### src/design/cle_pkg.sv
`timescale 1ns / 1ps
// ----------------------------------------------------------------------------
// cle_pkg: shared definitions for the cursor list engine
// Field widths, command and status codes, controller states and the
// command/status bundles between the controller and the datapath.
// ----------------------------------------------------------------------------
package cle_pkg;

    // Default sizing of the list store.
    localparam int CAPACITY_DEF   = 64;
    localparam int DATA_WIDTH_DEF = 32;

    // Fixed widths of the item fields on the channels.
    localparam int CMD_W    = 4;
    localparam int VALUE_W  = 32;
    localparam int POS_W    = 6;
    localparam int STATUS_W = 2;
    localparam int IDX_W    = 6;
    localparam int SIZE_W   = 7;

    // Command codes; the remaining codes are no-operations.
    typedef enum logic [CMD_W-1:0] {
        CMD_INSERT = 4'd0,
        CMD_APPEND = 4'd1,
        CMD_ERASE  = 4'd2,
        CMD_BEGIN  = 4'd3,
        CMD_END    = 4'd4,
        CMD_PREV   = 4'd5,
        CMD_NEXT   = 4'd6,
        CMD_SETPOS = 4'd7,
        CMD_READ   = 4'd8,
        CMD_FIND   = 4'd9,
        CMD_CLEAR  = 4'd10
    } t_cmd;

    // Result status codes.
    typedef enum logic [STATUS_W-1:0] {
        ST_OK       = 2'd0,
        ST_EMPTY    = 2'd1,
        ST_FULL     = 2'd2,
        ST_NOTFOUND = 2'd3
    } t_status;

    // Controller states.
    typedef enum logic [1:0] {
        S_IDLE,
        S_WALK,
        S_FINISH
    } t_state;

    // Commands from the controller to the datapath.
    typedef struct packed {
        logic load;    // capture the accepted item and set up the walk
        logic step;    // issue one memory read of the walk
        logic commit;  // update count and cursor, load the result register
    } t_dp_ctrl;

    // Status from the datapath to the controller.
    typedef struct packed {
        logic more;    // another memory read is needed
        logic pend;    // a read issued last cycle is still being handled
    } t_dp_stat;

endpackage

### src/design/cle_in_if.sv
`timescale 1ns / 1ps
// ----------------------------------------------------------------------------
// cle_in_if: command channel of the cursor list engine
// Carries one command item with valid/ready flow control.
// ----------------------------------------------------------------------------
interface cle_in_if;
    logic                          valid;
    logic                          ready;
    logic [cle_pkg::CMD_W-1:0]     command;
    logic [cle_pkg::VALUE_W-1:0]   value;
    logic [cle_pkg::POS_W-1:0]     position;

    modport source (output valid, command, value, position, input ready);
    modport sink   (input valid, command, value, position, output ready);
endinterface

### src/design/cle_out_if.sv
`timescale 1ns / 1ps
// ----------------------------------------------------------------------------
// cle_out_if: result channel of the cursor list engine
// Carries one result item with valid/ready flow control.
// ----------------------------------------------------------------------------
interface cle_out_if;
    logic                           valid;
    logic                           ready;
    logic [cle_pkg::STATUS_W-1:0]   status;
    logic [cle_pkg::VALUE_W-1:0]    read_value;
    logic [cle_pkg::IDX_W-1:0]      found_index;
    logic [cle_pkg::SIZE_W-1:0]     list_size;
    logic [cle_pkg::IDX_W-1:0]      cursor;

    modport source (output valid, status, read_value, found_index, list_size, cursor,
                    input ready);
    modport sink   (input valid, status, read_value, found_index, list_size, cursor,
                    output ready);
endinterface

### src/design/cle_ctrl.sv
`timescale 1ns / 1ps
// ----------------------------------------------------------------------------
// cle_ctrl: sequencing controller of the cursor list engine
// Accepts one command item at a time, runs the memory walk for the commands
// that need one, and hands the result to the output register.
// ----------------------------------------------------------------------------
module cle_ctrl (
    input  logic                       i_clk,
    input  logic                       i_rst_n,
    input  logic                       i_in_valid,
    output logic                       o_in_ready,
    input  logic [cle_pkg::CMD_W-1:0]  i_in_command,
    output logic                       o_out_valid,
    input  logic                       i_out_ready,
    output cle_pkg::t_dp_ctrl          o_ctrl,
    input  cle_pkg::t_dp_stat          i_stat
);

    cle_pkg::t_state r_state, n_state;
    logic            r_out_valid, n_out_valid;
    logic            w_walk;

    // Commands that walk through the store before they can finish.
    always_comb begin
        unique case (cle_pkg::t_cmd'(i_in_command)) inside
            cle_pkg::CMD_INSERT, cle_pkg::CMD_ERASE,
            cle_pkg::CMD_READ, cle_pkg::CMD_FIND: w_walk = 1'b1;
            default:                               w_walk = 1'b0;
        endcase
    end

    // State and output valid registers.
    always_ff @(posedge i_clk) begin
        if (!i_rst_n) begin
            r_state     <= cle_pkg::S_IDLE;
            r_out_valid <= 1'b0;
        end else begin
            r_state     <= n_state;
            r_out_valid <= n_out_valid;
        end
    end

    // Next state and datapath commands.
    always_comb begin
        n_state     = r_state;
        n_out_valid = r_out_valid;
        o_ctrl      = '0;
        if (r_out_valid && i_out_ready) begin
            n_out_valid = 1'b0;
        end
        unique case (r_state)
            cle_pkg::S_IDLE: begin
                if (i_in_valid) begin
                    o_ctrl.load = 1'b1;
                    n_state     = w_walk ? cle_pkg::S_WALK : cle_pkg::S_FINISH;
                end
            end
            cle_pkg::S_WALK: begin
                o_ctrl.step = i_stat.more;
                if (!i_stat.more && !i_stat.pend) begin
                    n_state = cle_pkg::S_FINISH;
                end
            end
            cle_pkg::S_FINISH: begin
                // The result register may be loaded once the previous item has left.
                if (!r_out_valid || i_out_ready) begin
                    o_ctrl.commit = 1'b1;
                    n_out_valid   = 1'b1;
                    n_state       = cle_pkg::S_IDLE;
                end
            end
            default: n_state = cle_pkg::S_IDLE;
        endcase
    end

    assign o_in_ready  = (r_state == cle_pkg::S_IDLE);
    assign o_out_valid = r_out_valid;

endmodule

### src/design/cle_dp.sv
`timescale 1ns / 1ps
// ----------------------------------------------------------------------------
// cle_dp: datapath of the cursor list engine
// Holds the list memory, entry count and cursor, walks the memory one entry
// per cycle for shifts, reads and searches, and builds the result item.
// ----------------------------------------------------------------------------
module cle_dp #(
    parameter int CAPACITY   = cle_pkg::CAPACITY_DEF,
    parameter int DATA_WIDTH = cle_pkg::DATA_WIDTH_DEF
) (
    input  logic                          i_clk,
    input  logic                          i_rst_n,
    input  cle_pkg::t_dp_ctrl             i_ctrl,
    output cle_pkg::t_dp_stat             o_stat,
    input  logic [cle_pkg::CMD_W-1:0]     i_command,
    input  logic [cle_pkg::VALUE_W-1:0]   i_value,
    input  logic [cle_pkg::POS_W-1:0]     i_position,
    output cle_pkg::t_status              o_status,
    output logic [cle_pkg::VALUE_W-1:0]   o_read_value,
    output logic [cle_pkg::IDX_W-1:0]     o_found_index,
    output logic [cle_pkg::SIZE_W-1:0]    o_list_size,
    output logic [cle_pkg::IDX_W-1:0]     o_cursor
);

    localparam int AW = $clog2(CAPACITY);
    localparam int CW = $clog2(CAPACITY + 1);
    localparam int PW = (CW > cle_pkg::POS_W) ? CW : cle_pkg::POS_W;

    // List store and its registered read data.
    logic [DATA_WIDTH-1:0] mem [CAPACITY];
    logic [DATA_WIDTH-1:0] r_rdata;

    // List state.
    logic [CW-1:0]         r_count, n_count;
    logic [AW-1:0]         r_cursor, n_cursor;

    // Captured item and walk state.
    logic [cle_pkg::CMD_W-1:0] r_cmd;
    logic [DATA_WIDTH-1:0]     r_val;
    logic [cle_pkg::POS_W-1:0] r_pos;
    logic [CW-1:0]             r_idx;
    logic                      r_pend_wr, r_pend_cap, r_pend_cmp;
    logic [AW-1:0]             r_raddr_q;
    logic [AW-1:0]             r_wdst;
    logic [DATA_WIDTH-1:0]     r_cap;
    logic                      r_hit;
    logic [AW-1:0]             r_find_idx;

    // Result register.
    cle_pkg::t_status              r_status;
    logic [cle_pkg::VALUE_W-1:0]   r_rd_out;
    logic [cle_pkg::IDX_W-1:0]     r_found;
    logic [cle_pkg::SIZE_W-1:0]    r_size;
    logic [cle_pkg::IDX_W-1:0]     r_cur_out;

    logic                  w_full;
    logic [CW-1:0]         w_cur_ext, w_cur_p1, w_idx_m1, w_idx_p1;
    logic [CW-1:0]         w_count_m1, w_count_m2;
    logic                  w_more, w_is_insert, w_first;
    logic [AW-1:0]         w_raddr;
    logic                  w_we;
    logic [AW-1:0]         w_waddr;
    logic [DATA_WIDTH-1:0] w_wdata;
    logic                  w_commit_wr;
    logic [AW-1:0]         w_commit_addr;
    cle_pkg::t_status      w_status;
    logic [DATA_WIDTH-1:0] w_rd;
    logic [AW-1:0]         w_found;

    assign w_full      = (r_count == CW'(CAPACITY));
    assign w_cur_ext   = CW'(r_cursor);
    assign w_cur_p1    = w_cur_ext + CW'(1);
    assign w_idx_m1    = r_idx - CW'(1);
    assign w_idx_p1    = r_idx + CW'(1);
    assign w_count_m1  = r_count - CW'(1);
    assign w_count_m2  = r_count - CW'(2);
    assign w_is_insert = (cle_pkg::t_cmd'(r_cmd) == cle_pkg::CMD_INSERT);
    assign w_first     = (r_idx == w_cur_ext);

    // Whether the walk needs another read. Insert walks down from the end to
    // the cursor, erase walks up from the cursor, find walks up from the front.
    always_comb begin
        unique case (cle_pkg::t_cmd'(r_cmd))
            cle_pkg::CMD_INSERT: w_more = !w_full && (r_idx > w_cur_ext);
            cle_pkg::CMD_ERASE:  w_more = (r_idx < r_count);
            cle_pkg::CMD_READ:   w_more = w_first;
            cle_pkg::CMD_FIND:   w_more = !r_hit && (r_idx < r_count);
            default:             w_more = 1'b0;
        endcase
    end

    assign w_raddr     = w_is_insert ? AW'(w_idx_m1) : AW'(r_idx);
    assign o_stat.more = w_more;
    assign o_stat.pend = r_pend_wr || r_pend_cap || r_pend_cmp;

    // Next list state and result fields at the end of a command.
    always_comb begin
        n_count       = r_count;
        n_cursor      = r_cursor;
        w_status      = cle_pkg::ST_OK;
        w_rd          = '0;
        w_found       = '0;
        w_commit_wr   = 1'b0;
        w_commit_addr = r_cursor;
        unique case (cle_pkg::t_cmd'(r_cmd))
            cle_pkg::CMD_INSERT: begin
                if (w_full) begin
                    w_status = cle_pkg::ST_FULL;
                end else begin
                    w_commit_wr = 1'b1;
                    n_count     = r_count + CW'(1);
                end
            end
            cle_pkg::CMD_APPEND: begin
                if (w_full) begin
                    w_status = cle_pkg::ST_FULL;
                end else begin
                    w_commit_wr   = 1'b1;
                    w_commit_addr = AW'(r_count);
                    n_count       = r_count + CW'(1);
                end
            end
            cle_pkg::CMD_ERASE: begin
                if (r_count == '0) begin
                    w_status = cle_pkg::ST_EMPTY;
                end else begin
                    w_rd    = r_cap;
                    n_count = w_count_m1;
                    // The cursor falls back when it was on the last entry.
                    if (w_cur_ext == w_count_m1) begin
                        n_cursor = (w_count_m1 == '0) ? '0 : AW'(w_count_m2);
                    end
                end
            end
            cle_pkg::CMD_BEGIN: n_cursor = '0;
            cle_pkg::CMD_END:   n_cursor = (r_count == '0) ? '0 : AW'(w_count_m1);
            cle_pkg::CMD_PREV: begin
                if (r_cursor != '0 && r_count != '0) begin
                    n_cursor = r_cursor - AW'(1);
                end
            end
            cle_pkg::CMD_NEXT: begin
                if (r_count != '0 && w_cur_p1 != r_count) begin
                    n_cursor = AW'(w_cur_p1);
                end
            end
            cle_pkg::CMD_SETPOS: begin
                if (PW'(r_pos) < PW'(r_count)) begin
                    n_cursor = AW'(r_pos);
                end
            end
            cle_pkg::CMD_READ: begin
                if (r_count == '0) begin
                    w_status = cle_pkg::ST_EMPTY;
                end else begin
                    w_rd = r_cap;
                end
            end
            cle_pkg::CMD_FIND: begin
                if (r_hit) begin
                    w_found = r_find_idx;
                end else begin
                    w_status = cle_pkg::ST_NOTFOUND;
                end
            end
            cle_pkg::CMD_CLEAR: begin
                n_count  = '0;
                n_cursor = '0;
            end
            default: ;
        endcase
    end

    // Single write port: shift writes during the walk, the new word at commit.
    always_comb begin
        w_we    = 1'b0;
        w_waddr = r_wdst;
        w_wdata = r_rdata;
        if (r_pend_wr) begin
            w_we = 1'b1;
        end else if (i_ctrl.commit && w_commit_wr) begin
            w_we    = 1'b1;
            w_waddr = w_commit_addr;
            w_wdata = r_val;
        end
    end

    // List memory with registered read.
    always_ff @(posedge i_clk) begin
        if (w_we) begin
            mem[w_waddr] <= w_wdata;
        end
        if (i_ctrl.step) begin
            r_rdata <= mem[w_raddr];
        end
    end

    // Control state of the list and the walk.
    always_ff @(posedge i_clk) begin
        if (!i_rst_n) begin
            r_count    <= '0;
            r_cursor   <= '0;
            r_pend_wr  <= 1'b0;
            r_pend_cap <= 1'b0;
            r_pend_cmp <= 1'b0;
            r_hit      <= 1'b0;
        end else begin
            r_pend_wr  <= 1'b0;
            r_pend_cap <= 1'b0;
            r_pend_cmp <= 1'b0;
            if (i_ctrl.load) begin
                r_hit <= 1'b0;
            end
            // Each read is tagged with what its data will be used for.
            if (i_ctrl.step) begin
                unique case (cle_pkg::t_cmd'(r_cmd))
                    cle_pkg::CMD_INSERT: r_pend_wr  <= 1'b1;
                    cle_pkg::CMD_ERASE: begin
                        r_pend_wr  <= !w_first;
                        r_pend_cap <= w_first;
                    end
                    cle_pkg::CMD_READ:   r_pend_cap <= 1'b1;
                    cle_pkg::CMD_FIND:   r_pend_cmp <= 1'b1;
                    default: ;
                endcase
            end
            // The first match wins; later compares are ignored.
            if (r_pend_cmp && !r_hit && (r_rdata == r_val)) begin
                r_hit <= 1'b1;
            end
            if (i_ctrl.commit) begin
                r_count  <= n_count;
                r_cursor <= n_cursor;
            end
        end
    end

    // Item capture, walk pointer and result payload.
    always_ff @(posedge i_clk) begin
        if (i_ctrl.load) begin
            r_cmd <= i_command;
            r_val <= DATA_WIDTH'(i_value);
            r_pos <= i_position;
            unique case (cle_pkg::t_cmd'(i_command))
                cle_pkg::CMD_INSERT: r_idx <= r_count;
                cle_pkg::CMD_FIND:   r_idx <= '0;
                default:             r_idx <= w_cur_ext;
            endcase
        end else if (i_ctrl.step) begin
            r_idx <= w_is_insert ? w_idx_m1 : w_idx_p1;
        end
        if (i_ctrl.step) begin
            r_raddr_q <= w_raddr;
            r_wdst    <= w_is_insert ? AW'(r_idx) : AW'(w_idx_m1);
        end
        if (r_pend_cap) begin
            r_cap <= r_rdata;
        end
        if (r_pend_cmp && !r_hit && (r_rdata == r_val)) begin
            r_find_idx <= r_raddr_q;
        end
        if (i_ctrl.commit) begin
            r_status  <= w_status;
            r_rd_out  <= cle_pkg::VALUE_W'(w_rd);
            r_found   <= cle_pkg::IDX_W'(w_found);
            r_size    <= cle_pkg::SIZE_W'(n_count);
            r_cur_out <= cle_pkg::IDX_W'(n_cursor);
        end
    end

    assign o_status      = r_status;
    assign o_read_value  = r_rd_out;
    assign o_found_index = r_found;
    assign o_list_size   = r_size;
    assign o_cursor      = r_cur_out;

endmodule

### src/design/cursor_list_engine.sv
`timescale 1ns / 1ps
// ----------------------------------------------------------------------------
// cursor_list_engine: ordered word list with a cursor
// The engine keeps up to CAPACITY words in a list memory with one read and
// one write port and runs one command item at a time, giving one result item
// for each. Insert and erase shift the entries from the cursor to the end of
// the list, with nothing to shift on an empty list or on an insert into a
// full list; read fetches the entry at the cursor, and find searches from
// the front up to the first match. The walk moves one entry per cycle
// through the memory's one read and one write port. A new item is accepted
// in the cycle after the result is written to the output register, while
// that result may still wait to be taken. There is no clearing pass after
// reset.
// ----------------------------------------------------------------------------
module cursor_list_engine #(
    parameter int CAPACITY   = cle_pkg::CAPACITY_DEF,
    parameter int DATA_WIDTH = cle_pkg::DATA_WIDTH_DEF
) (
    input  logic          i_clk,
    input  logic          i_rst_n,
    cle_in_if.sink        i_cmd,
    cle_out_if.source     o_res
);

    cle_pkg::t_dp_ctrl w_ctrl;
    cle_pkg::t_dp_stat w_stat;
    cle_pkg::t_status  w_status;

    // Sequencing.
    cle_ctrl u_ctrl (
        .i_clk        (i_clk),
        .i_rst_n      (i_rst_n),
        .i_in_valid   (i_cmd.valid),
        .o_in_ready   (i_cmd.ready),
        .i_in_command (i_cmd.command),
        .o_out_valid  (o_res.valid),
        .i_out_ready  (o_res.ready),
        .o_ctrl       (w_ctrl),
        .i_stat       (w_stat)
    );

    // Storage and arithmetic.
    cle_dp #(
        .CAPACITY   (CAPACITY),
        .DATA_WIDTH (DATA_WIDTH)
    ) u_dp (
        .i_clk         (i_clk),
        .i_rst_n       (i_rst_n),
        .i_ctrl        (w_ctrl),
        .o_stat        (w_stat),
        .i_command     (i_cmd.command),
        .i_value       (i_cmd.value),
        .i_position    (i_cmd.position),
        .o_status      (w_status),
        .o_read_value  (o_res.read_value),
        .o_found_index (o_res.found_index),
        .o_list_size   (o_res.list_size),
        .o_cursor      (o_res.cursor)
    );

    assign o_res.status = w_status;

endmodule

### src/flat_wrapper.sv
// flat-port wrapper written by rule: the top's interface ports become plain ports
module cursor_list_engine_flat 
#(
    parameter int CAPACITY   = cle_pkg::CAPACITY_DEF,
    parameter int DATA_WIDTH = cle_pkg::DATA_WIDTH_DEF
)
  (i_clk, i_rst_n, i_cmd_valid, i_cmd_command, i_cmd_value, i_cmd_position, i_cmd_ready, o_res_valid, o_res_status, o_res_read_value, o_res_found_index, o_res_list_size, o_res_cursor, o_res_ready);
  cle_in_if i_cmd_i ();
  cle_out_if o_res_i ();
  input  logic i_clk;
  input  logic i_rst_n;
  input wire logic [$bits(i_cmd_i.valid)-1:0] i_cmd_valid;
  input wire logic [$bits(i_cmd_i.command)-1:0] i_cmd_command;
  input wire logic [$bits(i_cmd_i.value)-1:0] i_cmd_value;
  input wire logic [$bits(i_cmd_i.position)-1:0] i_cmd_position;
  output wire logic [$bits(i_cmd_i.ready)-1:0] i_cmd_ready;
  output wire logic [$bits(o_res_i.valid)-1:0] o_res_valid;
  output wire logic [$bits(o_res_i.status)-1:0] o_res_status;
  output wire logic [$bits(o_res_i.read_value)-1:0] o_res_read_value;
  output wire logic [$bits(o_res_i.found_index)-1:0] o_res_found_index;
  output wire logic [$bits(o_res_i.list_size)-1:0] o_res_list_size;
  output wire logic [$bits(o_res_i.cursor)-1:0] o_res_cursor;
  input wire logic [$bits(o_res_i.ready)-1:0] o_res_ready;
  assign i_cmd_i.valid = i_cmd_valid;
  assign i_cmd_i.command = i_cmd_command;
  assign i_cmd_i.value = i_cmd_value;
  assign i_cmd_i.position = i_cmd_position;
  assign i_cmd_ready = i_cmd_i.ready;
  assign o_res_valid = o_res_i.valid;
  assign o_res_status = o_res_i.status;
  assign o_res_read_value = o_res_i.read_value;
  assign o_res_found_index = o_res_i.found_index;
  assign o_res_list_size = o_res_i.list_size;
  assign o_res_cursor = o_res_i.cursor;
  assign o_res_i.ready = o_res_ready;
  cursor_list_engine #(.CAPACITY(CAPACITY), .DATA_WIDTH(DATA_WIDTH)) u_core (.i_clk(i_clk), .i_rst_n(i_rst_n), .i_cmd(i_cmd_i), .o_res(o_res_i));
endmodule
### config.mk
export PLATFORM = sky130hd
export DESIGN_NAME = cursor_list_engine_flat
export DESIGN_NICKNAME = d
export VERILOG_FILES = /design/src/design/cle_pkg.sv /design/src/design/cle_in_if.sv /design/src/design/cle_out_if.sv /design/src/design/cle_ctrl.sv /design/src/design/cle_dp.sv /design/src/design/cursor_list_engine.sv /design/src/flat_wrapper.sv
export SDC_FILE = /design/constraint.sdc
export NUM_CORES = 2
export LEC_CHECK = 0
export ABC_AREA = 0
export BUFFER_PORTS_ARGS = -buffer_cell sky130_fd_sc_hd__buf_2
export CORE_MARGIN = 2
export CORE_UTILIZATION = 40
export DETAILED_ROUTE_END_ITERATION = 16
export PLACE_DENSITY = 0.51
export SYNTH_ARGS = -nofsm -noshare
export SYNTH_HDL_FRONTEND = slang
export SYNTH_SLANG_ARGS = --single-unit
export TNS_END_PERCENT = 50
### constraint.sdc
create_clock -name i_clk -period 14.1 [get_ports i_clk]
set_input_delay 0 -clock i_clk [delete_from_list [all_inputs] [get_ports i_clk]]
set_output_delay 0 -clock i_clk [all_outputs]
set_load 0.05 [all_outputs]
Word level (Yosys, flattened, before mapping)
Memories as Yosys holds them, arrays and structs flattened. A register that Yosys moved wholly into a read port is not among the register bits.
Cells that the tools add are included.
- flip-flop bits (word level): 172
- bits in latches: 0
- RAM bits: 2048
- bits in read-only memories: 0
- input bits: 46
- output and inout port bits: 55
- memories kept: 1
- add/subtract/negate cells: 7
- $mul: 0
- div/mod/pow operators: 0
- magnitude comparators: 3
- eq/ne operators: 23
- shift-type cells: 0
- muxes and demuxes: 53
- bitwise logic cells: 1
- reduce and logical (&&, ||, !) cells: 35
- memories (name ; depth ; width ; read ports ; clocked after Yosys merged registers in ; write ports ; RTL line ; text):
    u_core.u_dp.mem ; 64 ; 32 ; 1 ; 1 ; 1 ; cle_dp.sv:30 ; logic [DATA_WIDTH-1:0] mem [CAPACITY];
- operator list (kind ; count):
    $mux W6 ; 13
    $mux W32 ; 2
    $pmux W6 S6 ; 1
    $mux W7 ; 5
    $eq A32 B32 Y1 ; 1
    $pmux W7 S3 ; 1
    $eq A4 B4 Y1 const B ; 5
    $mux W1 ; 19
    $eq A4 B3 Y1 const B ; 4
    $add A7 B1 Y7 const B ; 2
    $logic_not A7 Y1 ; 2
    $pmux W7 S2 ; 1
    $sub A7 B1 Y7 const B ; 2
    $eq A4 B2 Y1 const B ; 3
    $mux W2 ; 6
    $pmux W2 S3 ; 2
    $logic_and A1 B1 Y1 ; 9
    $logic_not A4 Y1 ; 2
    $reduce_or A2 Y1 ; 4
    $add A6 B1 Y7 const B ; 1
    $eq A6 B7 Y1 ; 1
    $eq A7 B6 Y1 ; 1
    $eq A7 B7 Y1 const B ; 1
    $gt A7 B6 Y1 ; 1
    other kinds (21) ; 33

Longest topological paths before layout
- word-level depth: 9
- depth in mapped cells: 15
- depth with buffers taken out: 12

Hierarchy
A second synthesis with hierarchy kept.
- cells, all modules: 7301
- area, all modules: 96161.0 µm²
- modules (own cells, without submodules) (module ; instances ; cells each ; area each (µm²) ; sequential area each (µm²)):
    cle_dp ; 1 ; 7281 ; 95987.1 ; 67364.6
    cle_ctrl ; 1 ; 20 ; 173.9 ; 60.1

Worst setup path after synthesis
OpenSTA, ideal clock, no wires.
- path type: reg-to-reg
- start: register u_core.u_dp.r_count[0]
- end: memory u_core.u_dp.mem[63][0] in the netlist's numbering (enable)
- data arrival time: 4925 ps
- setup slack: 8714 ps
- cell stages (with the launch flop): 14
- path buffers: 4
- period minus slack after synthesis: 5386 ps
- cells stage by stage: dfxtp_1 > clkbuf_1 > inv_1 > ha_1 > clkbuf_1 > nand3b_1 > o21ai_1 > or3_1 > clkbuf_1 > nor2_1 > a21oi_1 > or3_1 > clkbuf_1 > nor3_1
- word-level cells in the longest chain between the ends: 8
- ends and longest elaborated chain (element ; RTL line ; text):
    start, declared ; cle_dp.sv:34 ; logic [CW-1:0] r_count, n_count;
    start signal, assigned ; cle_dp.sv:232 ; r_count <= n_count;
    $eq A7 B7 Y1 ; cle_dp.sv:70 ; assign w_full = (r_count == CW'(CAPACITY));
    $mux W1 ; cle_dp.sv:107, cle_dp.sv:115 ;
    $mux W1 ; n/a ;
    $logic_and A1 B1 Y1 ; cle_dp.sv:181 ; end else if (i_ctrl.commit && w_commit_wr) begin
    $mux W1 ; cle_dp.sv:181 ;
    $mux W1 ; cle_dp.sv:179 ; if (r_pend_wr) begin
    $mux W1 ; cle_dp.sv:190 ; if (w_we) begin
    $mux W1 (implied by the code) ; cle_dp.sv:191 ; mem[w_waddr] <= w_wdata;
    end, declared ; cle_dp.sv:30 ;
Parallel ways exist; a longest one is shown, timed or not.

Worst setup path in the final report
- start: register u_core.u_dp.r_cmd[0] in the netlist's numbering
- end: register u_core.u_dp.r_rdata[4] (read register of u_core.u_dp.mem), data pin
- word-level cells in the longest chain between the ends: 3
- ends and longest elaborated chain (element ; RTL line ; text):
    start, declared ; cle_dp.sv:38 ; logic [cle_pkg::CMD_W-1:0] r_cmd;
    start signal, assigned ; cle_dp.sv:241 ; r_cmd <= i_command;
    $eq A4 B4 Y1 (tied with other cells) ; cle_dp.sv:83 ; unique case (cle_pkg::t_cmd'(r_cmd))
    $pmux W1 S4 ; cle_dp.sv:83 ;
    $mux W1 ; cle_ctrl.sv:51 ; unique case (r_state)
    end, declared ; cle_dp.sv:31 ; logic [DATA_WIDTH-1:0] r_rdata;
Parallel ways exist; a longest one is shown, timed or not.
A chain may end at the register's enable or synchronous reset.

==> out/qor.txt <==
Synth top area share = 75.4%
Dominant cell type by area after synthesis = edfxtp_1
Core Area = 222000 µm²
Filler Cell Count = 18900
Boundary Pins = 101
Slew Viols, Final = 0
Critical Path End Type = register
Clock latency at the later pin of the worst-skew pair = 890 ps
Hold Vio Cnt, Final = 0
Initial antenna violation count = 23
Post-CTS Setup Inserts = 0
Hold EP = u_core.u_dp.r_count[0]
Area of the multi-input gates = 20800 µm²
Sum of negative setup slack = 0 ps
Clock sinks = 2252
EDFF count, synth = 2232
WP data required = 14650 ps
Port bufs = 100
Cells on Worst Hold Path = 3
Placed cell count = 7769
Die height = 476 µm
Clock Path Buffers = 3
CP max FO = 123
Syn Nets = 4851
1st-pass router iterations = 6
Status = finished, final reports clean
RSZ-0062 raised after global routing = no
Buffers & Inverters on Critical Path = 5
Global-route usage over all layers = 24.4%
Clock transition at path regs = 60 ps
Post-synthesis cell count = 4774
Fmax = 0.150 GHz
FFs w/ async S/R, synth = 0%
Peak VDD IR = 0.110 mV
Worst reg2reg path startpoint = u_core.u_dp.r_cmd[0]
Die width = 476 µm
Yosys cell types = 83
Pwr/cell area = 146 nW/µm²
Gr ovfl total = 0
Critical path class = reg2reg
CTS tree = built
Synth area leaders = edfxtp_1 (75%), mux4_2 (9.7%), mux2i_1 (1.8%), nand2_1 (1.2%), nor2_1 (0.90%)
Root Driver = clkbuf_16
Hold_sp = i_rst_n
Finished Layout Cells = 8272
CP max stage delay = 890 ps
Syn Std Cell Area = 88900 µm²
Via/cell ratio = 5.93
Tmin final = 6650 ps
Routed Antenna Nets = 0
Post-Route Skew = 42.0 ps
Dpl ws = 7560 ps
Slew Limit Headroom = 10.5%
Most used cell along the critical path = buf_4
Post_cts resized = 0
Detailed Route WL = 278 mm
Endpoints failing setup = 0
Leak Pwr = 32.3 nW
Fraction of layout cells with a size suffix above 1 = 21.5%
Max Cap Viol = 0
Slew @ Worst Pin = 1340 ps
Yosys reg bits = 2252
Site Rows = 173
Wire per inst = 33.7 µm
First-pass GRT wire length = 385 mm
CP arrival = 7200 ps
P&R area growth vs syn = 14.8%
FF-to-FF setup slack = 7450 ps
DP HPWL = 159 mm
FF-to-FF End = u_core.u_dp.r_rdata[4]
Pin count of the biggest net entering global routing = 124
Residual DRC = 0
Post-CTS Hold Buffers = 89
Critical path launch point type = register
Gpl congestion = 0.904
Die area = 226000 µm²
Main synth FF type = edfxtp_1
CP max stage cell = nor4_1
Worst setup margin = 7450 ps
Via count = 49000
Htree depth = 4
Most frequent cell after synthesis = edfxtp_1
CP cell instances = or4_1 -> buf_4 -> clkinv_4 -> mux2_4 -> inv_8 -> buf_4 -> buf_12 -> mux4_2 -> nor2_1 -> nor3_1 -> nor4_1 -> nand4_1
Delay-heaviest family, CP = buffers and inverters
Starting DRT DRC Count = 5916
Commonest cells in the netlist = edfxtp_1 (2232), mux4_2 (384), nand2_1 (290)
Syn_area_per_cell = 18.6 µm²
TritonCTS Buffers = 226
Hold/Removal Path Class = in2reg
FF+latch area = 67400 µm²
Vias in the first global route = 48100
Initial Utilization = 40.1%
Final Cycle Share = 47.2%
Sequential area share after synthesis = 75.8%
Ys Warns = 0
Nets = 5188
Worst R2R Path Depth = 12
-- per-stage QoR --
| stage | utilization, % | total power [mW] | area [µm²] | hold slack, ps |
|---|---|---|---|---|
| after floorplan | - | 8.57 | 88900 | 98.9 |
| after global placement | 42.4 | 9.17 | 94100 | 180 |
| after detailed placement | 42.4 | 9.17 | 94100 | 178 |
| after CTS | 46.0 | 15.0 | 102000 | 7.83 |
| after global routing | 46.1 | 15.4 | 102000 | 64.2 |
| final | 46.1 | 14.9 | 102000 | 89.9 |
-- cell type report --
class	instances	share of cell area (%)
antenna	3	0.00735
clock buffer	273	5.80
clock inverter	138	1.16
inverter	37	0.156
multi-input combinational	2217	20.4
sequential	2252	66.1
tap	2975	3.65
timing repair buffer	377	2.81
-- worst min-delay path, cell delays in order --
cell and delay [ps]:
dlygate4sd3_1 550, buf_2 230, o211a_1 140
-- where the power goes --
part	leakage, nW	internal, mW	switching (mW)
clock	3.47	3.30	2.56
combinational	8.58	0.623	1.07
sequential	20.3	7.33	0.0318
total	32.3	11.2	3.67
-- flip-flops by register name, indices dropped and copies added (netlist names), 7 cells and up --
signal,flops
u_core.u_dp.mem,2048
u_core.u_dp.o_list_size,7
u_core.u_dp.o_read_value,32
u_core.u_dp.r_cap,32
u_core.u_dp.r_count,7
u_core.u_dp.r_idx,7
u_core.u_dp.r_rdata,32
u_core.u_dp.r_val,32
-- cell usage in the layout, fill, tap and decap left out, types with 32 or more instances in the layout --
cell / instances
clkbuf_1: 43
nor3_1: 73
mux4_2: 384
nand3_1: 74
o21ai_0: 99
clkbuf_16: 230
buf_2: 100
nand4_1: 35
clkinv_1: 59
nor3_2: 41
o22ai_1: 79
nor2_1: 185
and3_1: 37
buf_4: 183
xnor2_1: 40
mux2i_1: 161
and2_1: 43
dlygate4sd3_1: 89
a211oi_1: 32
edfxtp_1: 2232
a21oi_1: 109
a32oi_1: 49
nand2_1: 290
mux2_2: 39
clkinv_2: 42
-- logic make-up after synthesis --
group	share of synthesized area, %
AOI/OAI and AO/OA	4.59
muxes	12.1
and+or+nand+nor	5.05
buffers and inverters	1.45
DFF	75.8
xor gates and xnor gates	0.581
adders and majority gates	0.436
-- worst max path at each step --
stage	cells past startpoint	endpoint	startpoint	slack [ps]
after global placement	12	u_core.u_dp.r_rdata[27]	u_core.u_dp.r_cmd[0]	6840
after detailed placement	12	u_core.u_dp.r_rdata[4]	u_core.u_dp.r_cmd[1]	7560
after floorplan	13	u_core.u_dp.mem[63][0]	u_core.u_dp.r_count[0]	8710
after CTS	12	u_core.u_dp.r_rdata[4]	u_core.u_dp.r_cmd[0]	7490
after global routing	12	u_core.u_dp.r_rdata[4]	u_core.u_dp.r_cmd[0]	7330
final	12	u_core.u_dp.r_rdata[4]	u_core.u_dp.r_cmd[0]	7450
-- layer usage --
metal,global-route usage [%],part of all wire [%]
met3,4.08,7.4
met1,35.2,43
met5,0,0.0029
met2,38.4,47
met4,7.07,2.8
Power figures use the tool's default switching activity.
